==> src/hw/rtl/uer_pkg.sv <==
// ----------------------------------------------------------------------------
// Ultrasonic echo ranger package
// Shared types, register indexes and constants for the echo ranger block.
// ----------------------------------------------------------------------------
package uer_pkg;

   // Default counter widths.
   localparam int DEFAULT_TICK_COUNTER_WIDTH = 24;
   localparam int DEFAULT_ECHO_COUNTER_WIDTH = 16;

   // Configuration register widths.
   localparam int CSR_DATA_WIDTH  = 24;
   localparam int CSR_INDEX_WIDTH = 3;

   // Register reset values.
   localparam logic [23:0] SETTLE_TICKS_RESET  = 24'd60000;
   localparam logic [9:0]  PULSE_TICKS_RESET   = 10'd10;
   localparam logic [15:0] TIMEOUT_TICKS_RESET = 16'd30000;
   localparam logic [23:0] HOLD_TICKS_RESET    = 24'd1000000;
   localparam logic [15:0] MIN_DISTANCE_RESET  = 16'd200;
   localparam logic [15:0] MAX_DISTANCE_RESET  = 16'd40000;

   // Trigger low gap before the pulse, in ticks.
   localparam int LOW_GAP_TICKS = 2;

   // Distance per echo tick is SOUND_NUM / SOUND_DEN hundredths of a centimetre.
   // The running quotient and remainder advance by the whole and fractional
   // parts of that ratio on every counted tick.
   localparam int SOUND_NUM   = 343;
   localparam int SOUND_DEN   = 200;
   localparam int SOUND_WHOLE = SOUND_NUM / SOUND_DEN;
   localparam int SOUND_FRAC  = SOUND_NUM % SOUND_DEN;
   localparam int REM_WIDTH   = $clog2(SOUND_DEN);

   localparam logic [15:0] DISTANCE_SATURATE = 16'hFFFF;

   typedef enum logic [2:0] {
      PH_SETTLE     = 3'd0,
      PH_TRIG_LOW   = 3'd1,
      PH_TRIG_HIGH  = 3'd2,
      PH_WAIT_RISE  = 3'd3,
      PH_COUNT_HIGH = 3'd4,
      PH_HOLD       = 3'd5
   } phase_type;

   typedef enum logic [1:0] {
      STATUS_IN_RANGE     = 2'd0,
      STATUS_OUT_OF_RANGE = 2'd1,
      STATUS_NO_RISE      = 2'd2,
      STATUS_ECHO_LONG    = 2'd3
   } status_type;

   typedef enum logic [CSR_INDEX_WIDTH-1:0] {
      CSR_SETTLE_TICKS  = 3'd0,
      CSR_PULSE_TICKS   = 3'd1,
      CSR_TIMEOUT_TICKS = 3'd2,
      CSR_HOLD_TICKS    = 3'd3,
      CSR_MIN_DISTANCE  = 3'd4,
      CSR_MAX_DISTANCE  = 3'd5
   } csr_index_type;

endpackage

==> src/hw/rtl/ultrasonic_echo_ranger.sv <==
// ----------------------------------------------------------------------------
// Ultrasonic echo ranger
// Tick-driven sequencer that triggers an ultrasonic sensor, times the echo
// and reports distance, status and attempt count.
// ----------------------------------------------------------------------------
// Usage:
// Each transfer on the req_ channel is one microsecond tick carrying the
// sampled echo level and the run enable. Every accepted tick produces exactly
// one transfer on the rsp_ channel, carrying the trigger level for that tick
// and, on the tick an attempt ends, a result flagged by rsp_result_valid.
// The block takes one tick per cycle while the receiver does not stall: the
// sequencer state and the response register are updated together at the
// accepting edge, so the response appears in the cycle after the tick is
// accepted and a new tick can be accepted in every such cycle. The single
// response register is refilled in the same cycle that the receiver takes
// it, so only a stall on rsp_ holds up req_. While the receiver stalls, the
// response holds and req_stall is raised; no tick is lost or repeated.
// Reset returns the sequencer to the settle phase with all counters cleared
// and loads the default configuration: 60000 settle ticks, a 10 tick pulse,
// 30000 tick edge timeout, 1000000 hold ticks and a range of 2 cm to 400 cm.
// The csr_ port writes one register per cycle and should only be used while
// no ticks are in flight.
// The distance is kept as a running quotient and remainder of
// echo_ticks * 343 / 200, so no multiplier or divider is needed.
// ----------------------------------------------------------------------------
module ultrasonic_echo_ranger
   import uer_pkg::*;
#(
   parameter int TICK_COUNTER_WIDTH = DEFAULT_TICK_COUNTER_WIDTH,
   parameter int ECHO_COUNTER_WIDTH = DEFAULT_ECHO_COUNTER_WIDTH
) (
   input  logic                       clock,
   input  logic                       reset,
   // Tick input channel.
   input  logic                       req_valid,
   output logic                       req_stall,
   input  logic                       req_echo_level,
   input  logic                       req_run_enable,
   // Response channel.
   output logic                       rsp_valid,
   input  logic                       rsp_stall,
   output logic                       rsp_trigger_level,
   output logic                       rsp_result_valid,
   output logic [15:0]                rsp_distance_centi_cm,
   output logic [1:0]                 rsp_status,
   output logic [15:0]                rsp_attempt_count,
   // Configuration write port.
   input  logic                       csr_write_enable,
   input  logic [CSR_INDEX_WIDTH-1:0] csr_index,
   input  logic [CSR_DATA_WIDTH-1:0]  csr_write_data
);

   localparam int TW = TICK_COUNTER_WIDTH;
   localparam int EW = ECHO_COUNTER_WIDTH;
   // The quotient stays below twice the echo count.
   localparam int QW = EW + 1;
   // Compare widths wide enough for both operands.
   localparam int CW  = (TW > 24) ? TW : 24;
   localparam int EXW = (EW > 16) ? EW : 16;
   localparam int MW  = (QW > 16) ? QW : 16;

   localparam logic [TW-1:0] TICK_MAX = '1;
   localparam logic [EW-1:0] ECHO_MAX = '1;

   // Configuration registers.
   logic [23:0] settle_ticks_ff;
   logic [9:0]  pulse_ticks_ff;
   logic [15:0] timeout_ticks_ff;
   logic [23:0] hold_ticks_ff;
   logic [15:0] min_distance_ff;
   logic [15:0] max_distance_ff;

   // Sequencer state.
   phase_type              phase_ff, phase_in;
   logic [TW-1:0]          phase_ticks_ff, phase_ticks_in;
   logic [EW-1:0]          echo_ticks_ff, echo_ticks_in;
   logic [QW-1:0]          dist_q_ff, dist_q_in;
   logic [REM_WIDTH-1:0]   dist_r_ff, dist_r_in;
   logic [15:0]            attempts_ff, attempts_in;

   // Response register.
   logic                   rsp_valid_ff, rsp_valid_in;
   logic                   rsp_trigger_level_ff, rsp_trigger_level_in;
   logic                   rsp_result_valid_ff, rsp_result_valid_in;
   logic [15:0]            rsp_distance_ff, rsp_distance_in;
   status_type             rsp_status_ff, rsp_status_in;
   logic [15:0]            rsp_attempt_count_ff;

   // Shared decisions.
   logic                   req_accept;
   logic [TW-1:0]          tick_inc;
   logic [CW-1:0]          tick_limit;
   logic                   tick_done;
   logic                   rise_expired;
   logic                   echo_expired;
   logic                   rise_timeout;
   logic [REM_WIDTH:0]     rem_sum;
   logic                   rem_carry;
   logic [MW-1:0]          dist_q_ext;
   logic [15:0]            dist_sat;
   logic                   dist_in_range;

   // ------------------------------------------------------------------------
   // Handshake: a tick is taken whenever the response register is empty or
   // is being emptied in the same cycle.
   // ------------------------------------------------------------------------
   assign req_stall  = rsp_valid_ff && rsp_stall;
   assign req_accept = req_valid && !req_stall;

   always_comb begin
      rsp_valid_in = rsp_valid_ff;
      if (req_accept) begin
         rsp_valid_in = 1'b1;
      end else if (!rsp_stall) begin
         rsp_valid_in = 1'b0;
      end
   end

   // ------------------------------------------------------------------------
   // Configuration registers.
   // ------------------------------------------------------------------------
   always_ff @(posedge clock) begin
      if (reset) begin
         settle_ticks_ff  <= SETTLE_TICKS_RESET;
         pulse_ticks_ff   <= PULSE_TICKS_RESET;
         timeout_ticks_ff <= TIMEOUT_TICKS_RESET;
         hold_ticks_ff    <= HOLD_TICKS_RESET;
         min_distance_ff  <= MIN_DISTANCE_RESET;
         max_distance_ff  <= MAX_DISTANCE_RESET;
      end else if (csr_write_enable) begin
         unique case (csr_index)
            CSR_SETTLE_TICKS:  settle_ticks_ff  <= csr_write_data[23:0];
            CSR_PULSE_TICKS:   pulse_ticks_ff   <= csr_write_data[9:0];
            CSR_TIMEOUT_TICKS: timeout_ticks_ff <= csr_write_data[15:0];
            CSR_HOLD_TICKS:    hold_ticks_ff    <= csr_write_data[23:0];
            CSR_MIN_DISTANCE:  min_distance_ff  <= csr_write_data[15:0];
            CSR_MAX_DISTANCE:  max_distance_ff  <= csr_write_data[15:0];
            default: ;
         endcase
      end
   end

   // ------------------------------------------------------------------------
   // Shared conditions.
   // ------------------------------------------------------------------------
   // The phase tick counter saturates instead of wrapping.
   assign tick_inc = (phase_ticks_ff == TICK_MAX) ? phase_ticks_ff
                                                   : phase_ticks_ff + 1'b1;

   // Limit of the timed phases; the settle phase uses its own register.
   always_comb begin
      case (phase_ff)
         PH_TRIG_LOW:  tick_limit = CW'(LOW_GAP_TICKS);
         PH_TRIG_HIGH: tick_limit = CW'(pulse_ticks_ff);
         PH_HOLD:      tick_limit = CW'(hold_ticks_ff);
         default:      tick_limit = CW'(settle_ticks_ff);
      endcase
   end

   // A timed phase ends when its limit is reached or its counter saturates.
   // A zero limit therefore behaves as one tick.
   assign tick_done = (CW'(tick_inc) >= tick_limit) || (tick_inc == TICK_MAX);

   // Waiting for the echo to rise has run out of polls.
   assign rise_expired = (CW'(phase_ticks_ff) >= CW'(timeout_ticks_ff))
                         || (phase_ticks_ff == TICK_MAX);

   // The echo has stayed high for the whole timeout.
   assign echo_expired = (EXW'(echo_ticks_ff) >= EXW'(timeout_ticks_ff))
                         || (echo_ticks_ff == ECHO_MAX);

   // The rising tick is itself the first poll: only a zero timeout fails it.
   assign rise_timeout = (timeout_ticks_ff == 16'd0);

   // Running quotient and remainder of echo_ticks * 343 / 200.
   assign rem_sum   = (REM_WIDTH + 1)'(dist_r_ff) + (REM_WIDTH + 1)'(SOUND_FRAC);
   assign rem_carry = (rem_sum >= (REM_WIDTH + 1)'(SOUND_DEN));

   // Saturate the distance to 16 bits.
   assign dist_q_ext = MW'(dist_q_ff);
   assign dist_sat   = (dist_q_ext > MW'(DISTANCE_SATURATE)) ? DISTANCE_SATURATE
                                                             : dist_q_ext[15:0];

   // The exact product is q * 200 + r with r below 200, so the low bound is a
   // plain quotient compare and the high bound also needs a zero remainder
   // when the quotient equals it.
   assign dist_in_range = (dist_q_ext >= MW'(min_distance_ff))
                          && ((dist_q_ext < MW'(max_distance_ff))
                              || ((dist_q_ext == MW'(max_distance_ff))
                                  && (dist_r_ff == '0)));

   // ------------------------------------------------------------------------
   // Next phase.
   // ------------------------------------------------------------------------
   always_comb begin
      phase_in = phase_ff;
      unique case (phase_ff)
         PH_TRIG_LOW: begin
            if (tick_done) phase_in = PH_TRIG_HIGH;
         end
         PH_TRIG_HIGH: begin
            if (tick_done) phase_in = PH_WAIT_RISE;
         end
         PH_WAIT_RISE: begin
            if (req_echo_level) begin
               phase_in = rise_timeout ? PH_SETTLE : PH_COUNT_HIGH;
            end else if (rise_expired) begin
               phase_in = PH_SETTLE;
            end
         end
         PH_COUNT_HIGH: begin
            if (req_echo_level) begin
               if (echo_expired) phase_in = PH_SETTLE;
            end else begin
               phase_in = PH_HOLD;
            end
         end
         PH_HOLD: begin
            if (tick_done) phase_in = PH_SETTLE;
         end
         default: begin
            if (req_run_enable && tick_done) phase_in = PH_TRIG_LOW;
         end
      endcase
   end

   // ------------------------------------------------------------------------
   // Counters.
   // ------------------------------------------------------------------------
   always_comb begin
      phase_ticks_in = phase_ticks_ff;
      echo_ticks_in  = echo_ticks_ff;
      dist_q_in      = dist_q_ff;
      dist_r_in      = dist_r_ff;
      attempts_in    = attempts_ff;
      case (phase_ff)
         PH_TRIG_LOW, PH_TRIG_HIGH, PH_HOLD: begin
            phase_ticks_in = tick_done ? '0 : tick_inc;
         end
         PH_WAIT_RISE: begin
            if (req_echo_level) begin
               // The rising tick counts as the first high tick.
               phase_ticks_in = '0;
               echo_ticks_in  = rise_timeout ? '0 : EW'(1);
               dist_q_in      = QW'(SOUND_WHOLE);
               dist_r_in      = REM_WIDTH'(SOUND_FRAC);
            end else if (rise_expired) begin
               phase_ticks_in = '0;
            end else begin
               phase_ticks_in = tick_inc;
            end
         end
         PH_COUNT_HIGH: begin
            phase_ticks_in = '0;
            if (req_echo_level && !echo_expired) begin
               echo_ticks_in = echo_ticks_ff + 1'b1;
               if (rem_carry) begin
                  dist_q_in = dist_q_ff + QW'(SOUND_WHOLE + 1);
                  dist_r_in = REM_WIDTH'(rem_sum - (REM_WIDTH + 1)'(SOUND_DEN));
               end else begin
                  dist_q_in = dist_q_ff + QW'(SOUND_WHOLE);
                  dist_r_in = rem_sum[REM_WIDTH-1:0];
               end
            end
         end
         default: begin
            // Settling: a low run enable restarts the settle count.
            if (!req_run_enable || tick_done) begin
               phase_ticks_in = '0;
            end else begin
               phase_ticks_in = tick_inc;
            end
            if (req_run_enable && tick_done) begin
               attempts_in = attempts_ff + 16'd1;
            end
         end
      endcase
   end

   // ------------------------------------------------------------------------
   // Response for this tick.
   // ------------------------------------------------------------------------
   always_comb begin
      rsp_trigger_level_in = (phase_ff == PH_TRIG_HIGH);
      rsp_result_valid_in  = 1'b0;
      rsp_distance_in      = 16'd0;
      rsp_status_in        = STATUS_IN_RANGE;
      unique case (phase_ff)
         PH_WAIT_RISE: begin
            if (req_echo_level) begin
               if (rise_timeout) begin
                  rsp_result_valid_in = 1'b1;
                  rsp_status_in       = STATUS_ECHO_LONG;
               end
            end else if (rise_expired) begin
               rsp_result_valid_in = 1'b1;
               rsp_status_in       = STATUS_NO_RISE;
            end
         end
         PH_COUNT_HIGH: begin
            if (req_echo_level) begin
               if (echo_expired) begin
                  rsp_result_valid_in = 1'b1;
                  rsp_status_in       = STATUS_ECHO_LONG;
               end
            end else begin
               // The falling tick ends the measurement without being counted.
               rsp_result_valid_in = 1'b1;
               rsp_distance_in     = dist_sat;
               rsp_status_in       = dist_in_range ? STATUS_IN_RANGE
                                                   : STATUS_OUT_OF_RANGE;
            end
         end
         default: ;
      endcase
   end

   // ------------------------------------------------------------------------
   // Registers.
   // ------------------------------------------------------------------------
   always_ff @(posedge clock) begin
      if (reset) begin
         phase_ff       <= PH_SETTLE;
         phase_ticks_ff <= '0;
         echo_ticks_ff  <= '0;
         dist_q_ff      <= '0;
         dist_r_ff      <= '0;
         attempts_ff    <= '0;
         rsp_valid_ff   <= 1'b0;
      end else begin
         rsp_valid_ff <= rsp_valid_in;
         if (req_accept) begin
            phase_ff       <= phase_in;
            phase_ticks_ff <= phase_ticks_in;
            echo_ticks_ff  <= echo_ticks_in;
            dist_q_ff      <= dist_q_in;
            dist_r_ff      <= dist_r_in;
            attempts_ff    <= attempts_in;
         end
      end
   end

   always_ff @(posedge clock) begin
      if (req_accept) begin
         rsp_trigger_level_ff <= rsp_trigger_level_in;
         rsp_result_valid_ff  <= rsp_result_valid_in;
         rsp_distance_ff      <= rsp_distance_in;
         rsp_status_ff        <= rsp_status_in;
         rsp_attempt_count_ff <= attempts_in;
      end
   end

   assign rsp_valid             = rsp_valid_ff;
   assign rsp_trigger_level     = rsp_trigger_level_ff;
   assign rsp_result_valid      = rsp_result_valid_ff;
   assign rsp_distance_centi_cm = rsp_distance_ff;
   assign rsp_status            = rsp_status_ff;
   assign rsp_attempt_count     = rsp_attempt_count_ff;

endmodule

==> config.mk <==
export PLATFORM = sky130hd
export DESIGN_NAME = ultrasonic_echo_ranger
export DESIGN_NICKNAME = d
export VERILOG_FILES = /design/src/hw/rtl/uer_pkg.sv /design/src/hw/rtl/ultrasonic_echo_ranger.sv
export SDC_FILE = /design/constraint.sdc
export NUM_CORES = 1
export LEC_CHECK = 0
export BUFFER_PORTS_ARGS = -buffer_cell sky130_fd_sc_hd__buf_2
export CORE_MARGIN = 5
export CORE_UTILIZATION = 30
export DETAILED_ROUTE_END_ITERATION = 10
export GPL_TIMING_DRIVEN = 1
export PLACE_DENSITY = 0.45
export SETUP_SLACK_MARGIN = 0.15
export SLEW_MARGIN = 30
export SYNTH_ARGS = -nofsm -noshare
export SYNTH_HDL_FRONTEND = slang
export SYNTH_SLANG_ARGS = --single-unit
==> constraint.sdc <==
create_clock -name clock -period 4.4 [get_ports clock]
set_input_delay 0.44 -clock clock [delete_from_list [all_inputs] [get_ports clock]]
set_output_delay 0.44 -clock clock [all_outputs]
set_load 0.03 [all_outputs]
==> impl_metrics.ini <==
[outcome]
status = complete, no violations

[clock_tree]
ctsHtreeMaxLevel = 1
clock-sinks = 227
path_clk_slew_ns = 0.06
cts_tree = done
postCtsHoldBufs = 0
cts_max_path_buffers = 3
cts-root-buf = clkbuf_16
cts_buffers = 30
clock_latency_ns = 0.56

[layout]
final_common_cell = nand2_1
nets = 1824
diodes = 0
drive_gt1_frac = 0.146
layout_common_cells = 295 x nand2_1, 187 x dfxtp_1, 127 x a21oi_1
synthToLayoutAreaGrowth_pct = 19.9
postLayoutCellArea_sq_um = 15500
fillers = 4460

[die]
dieWidth_microns = 218
dieArea_sq_um = 47300
row_count = 76
die_h_microns = 218
io_pins = 72
start_util = 0.301
core_area_sq_um = 42900

[yosys]
synth.avg_cell_area_sq_um = 8.03
synth_edf_count = 36
yosys_warnings = 0
synth_cell_types = 68
ys_ff_latch = 227
synthAdderAreaFrac = 0.0949
syn_nets = 1742
ys_seq_area_frac = 0.380
synth_xor_xnor_area_share = 0.0474
syn_inst = 1610
ys_async_sr_fraction = 0
syn-cell-area_sq_um = 12900
synth_top_family_by_area = simple AND/OR/NAND/NOR gates
muxShareOfSynthArea = 0.00668
synthFlopType = dfxtp_1
synth_compound_area_frac = 0.182
synth_simple_gate_area_frac = 0.228

[drt]
first_iter_violations = 842
first_pass_iters = 5
ant_nets = 0
wire_per_inst_microns = 17.5
viasPerCell = 5.01
wl_mm = 40.3
drc_errors = 0
via_count = 11500

[worst_setup_path]
cp.arrival_ns = 4.43
crit_path_max_incr_delay_ns = 0.62
crit_chain = nand4_4, or4_4, nor2_1, nand4_1, mux2i_2, inv_1, ha_1, nand3_1, nor3_2, a221oi_1, o21ai_1, buf_4, o31ai_4, buf_12, buf_12, mux2_2
rr_endpoint = rsp_attempt_count[1]$_DFFE_PP_
cpMaxStageDelayCell = or4_4
cpMostUsedCell = buf_12
critPathBufInv = 4
start_kind = register
critPathLaunch = phase_ticks_ff[4]$_SDFFE_PP0P_
path_delay_family = simple AND/OR/NAND/NOR gates
r2r_start = phase_ticks_ff[4]$_SDFFE_PP0P_
required_ns = 4.71
crit_type = reg -> reg
rr_worst_depth = 16
path_max_fanout = 8
critPathCaptureType = register
rrSetupSlack_ns = 0.28

[sta]
setup_viol = 0
hold_slack_ns = 0.108
tns_ns = 0
finalCritPeriodShare = 0.936
finalClockSkew_ns = 0.00888
fin_crit_ns = 4.12
rsz0062_at_grt = no
relSlewSlack = 0.416
tightest_slew_ns = 0.865
hold_viol_final = 0
max_freq_ghz = 0.243
slew_viol_final = 0

[global_route]
grt_pass1_vias = 11100
grt_pass1_wl_mm = 63.5
grt_overflow_total = 0
grt_max_degree = 60
grtUsageTotal = 0.166
antenna_found_initial = 1

[power_and_ir_drop]
p_leak_nw = 6.13
swShare = 0.243
seq_power_share = 0.434
p_int_mw = 3.78
clockPowerShare = 0.506
cellPowerDensity_nw_per_um2 = 322
p_comb_frac = 0.059
ir_drop_uv = 229
fin_total_pwr_mw = 4.99
p_switching_mw = 1.21

[placed_design]
dpl_cell_area_sq_um = 14200
place_congestion = 0.851
io_buffers = 71
hpwl_mm = 28.5

[hold_path]
hold_depth = 2
worstHoldStart = req_valid
hp-class = in -> reg
holdPathEnd = rsp_valid$_SDFFE_PP0P_

[job]
maxCapViolCount = 0
## power by group through the flow
stage	logic, mW	registers [mW]	clock network, mW
finish	0.295	2.17	2.53
global route	0.326	2.17	2.69
global placement	0.287	2.21	0
detailed placement	0.289	2.21	0
CTS	0.291	2.17	2.60
floorplan	0.138	2.24	0
## cell usage after synthesis (4+ instances only)
master,instances,area (sq um)
nor3b_1,5,37.5
nor2b_1,13,81.3
nand4_1,26,163
o21ai_1,10,50.1
inv_1,112,420
o21ai_0,72,360
and4_1,9,78.8
nor2_1,90,338
a21oi_1,130,651
a22oi_1,15,113
xor2_1,34,298
a21o_1,20,150
a221oi_1,4,35.0
buf_1,4,15.0
or3_1,13,81.3
and2_1,9,56.3
xnor2_1,36,315
a211oi_1,11,82.6
nand2b_1,12,75.1
o211ai_1,30,225
mux2_2,5,56.3
ha_1,98,1230
clkbuf_1,79,297
edfxtp_1,36,1080
or2_2,6,37.5
or4_1,7,52.6
o21a_1,26,195
buf_2,12,60.1
nand2_1,296,1110
a311oi_1,4,35.0
o31a_1,6,52.6
nor4_1,21,131
nand3_1,55,275
a31oi_1,8,50.1
dfxtp_1,191,3820
a222oi_1,9,90.1
and3_1,17,106
nor3_1,25,125
o31ai_1,5,37.5
## routing by layer
metal  routed length (microns)  global-route usage  vias to the layer above  share of wire
li1                          -                   -                     5822              -
met1                     20300               0.242                     5446           0.50
met2                     17700               0.261                      230           0.44
met3                      1610              0.0240                       39          0.040
met4                       668              0.0367                        0          0.017
met5                         0                   0                        -              0
## timing repair
action	in CTS	in global routing
setup buffers	0	7
setup endpoints to repair	33	58
pin swaps	1	12
resized for setup	7	30
gates cloned	0	3
## stage by stage
stage,utilization,std cells,worst slack [ns]
floorplan,-,1610,0.218
global placement,0.331,2235,-0.0424
detailed placement,0.331,2235,-0.125
CTS,0.356,2291,0.146
global route,0.361,2301,0.136
finish,0.361,2301,0.282
## state kept, by name, indices dropped and copies added, names as in the netlist
signal	count
dist_q_ext	17
phase_ff	3
dist_r_ff	8
rsp_status	2
rsp_attempt_count	16
attempts_ff	16
min_distance_ff	16
settle_ticks_ff	24
rsp_result_valid	1
pulse_ticks_ff	10
rsp_trigger_level	1
rsp_valid	1
rsp_distance_centi_cm	16
max_distance_ff	16
hold_ticks_ff	24
echo_ticks_ff	16
timeout_ticks_ff	16
phase_ticks_ff	24
## cell type report
class	count	area, sq um	share of cell area
flip-flops and latches	227	4910	0.317
multi-input cells	1176	7440	0.480
inverters	114	428	0.0276
clock buffers	45	910	0.0587
clock inverters	11	123	0.00791
well taps	585	732	0.0472
repair buffers	143	953	0.0615
## how the worst max path moves through the flow
| stage | endpoint | slack [ns] | depth (start not counted) |
|---|---|---|---|
| after global routing | rsp_attempt_count[1]$_DFFE_PP_ | 0.14 | 16 |
| after floorplan | phase_ticks_ff[12]$_SDFFE_PP0P_ | 0.22 | 19 |
| final | rsp_attempt_count[1]$_DFFE_PP_ | 0.28 | 16 |
| after detailed placement | phase_ticks_ff[5]$_SDFFE_PP0P_ | -0.12 | 17 |
| after CTS | phase_ticks_ff[5]$_SDFFE_PP0P_ | 0.15 | 17 |
| after global placement | phase_ticks_ff[5]$_SDFFE_PP0P_ | -0.04 | 17 |
## cell families after synthesis
| group | Yosys count |
|---|---|
| flops | 227 |
| mux | 8 |
| fa+ha+maj | 98 |
| xor+xnor | 70 |
| buf+inv | 209 |
| compound gates | 375 |
| simple gates | 623 |
(Power assumes the default switching activity.)
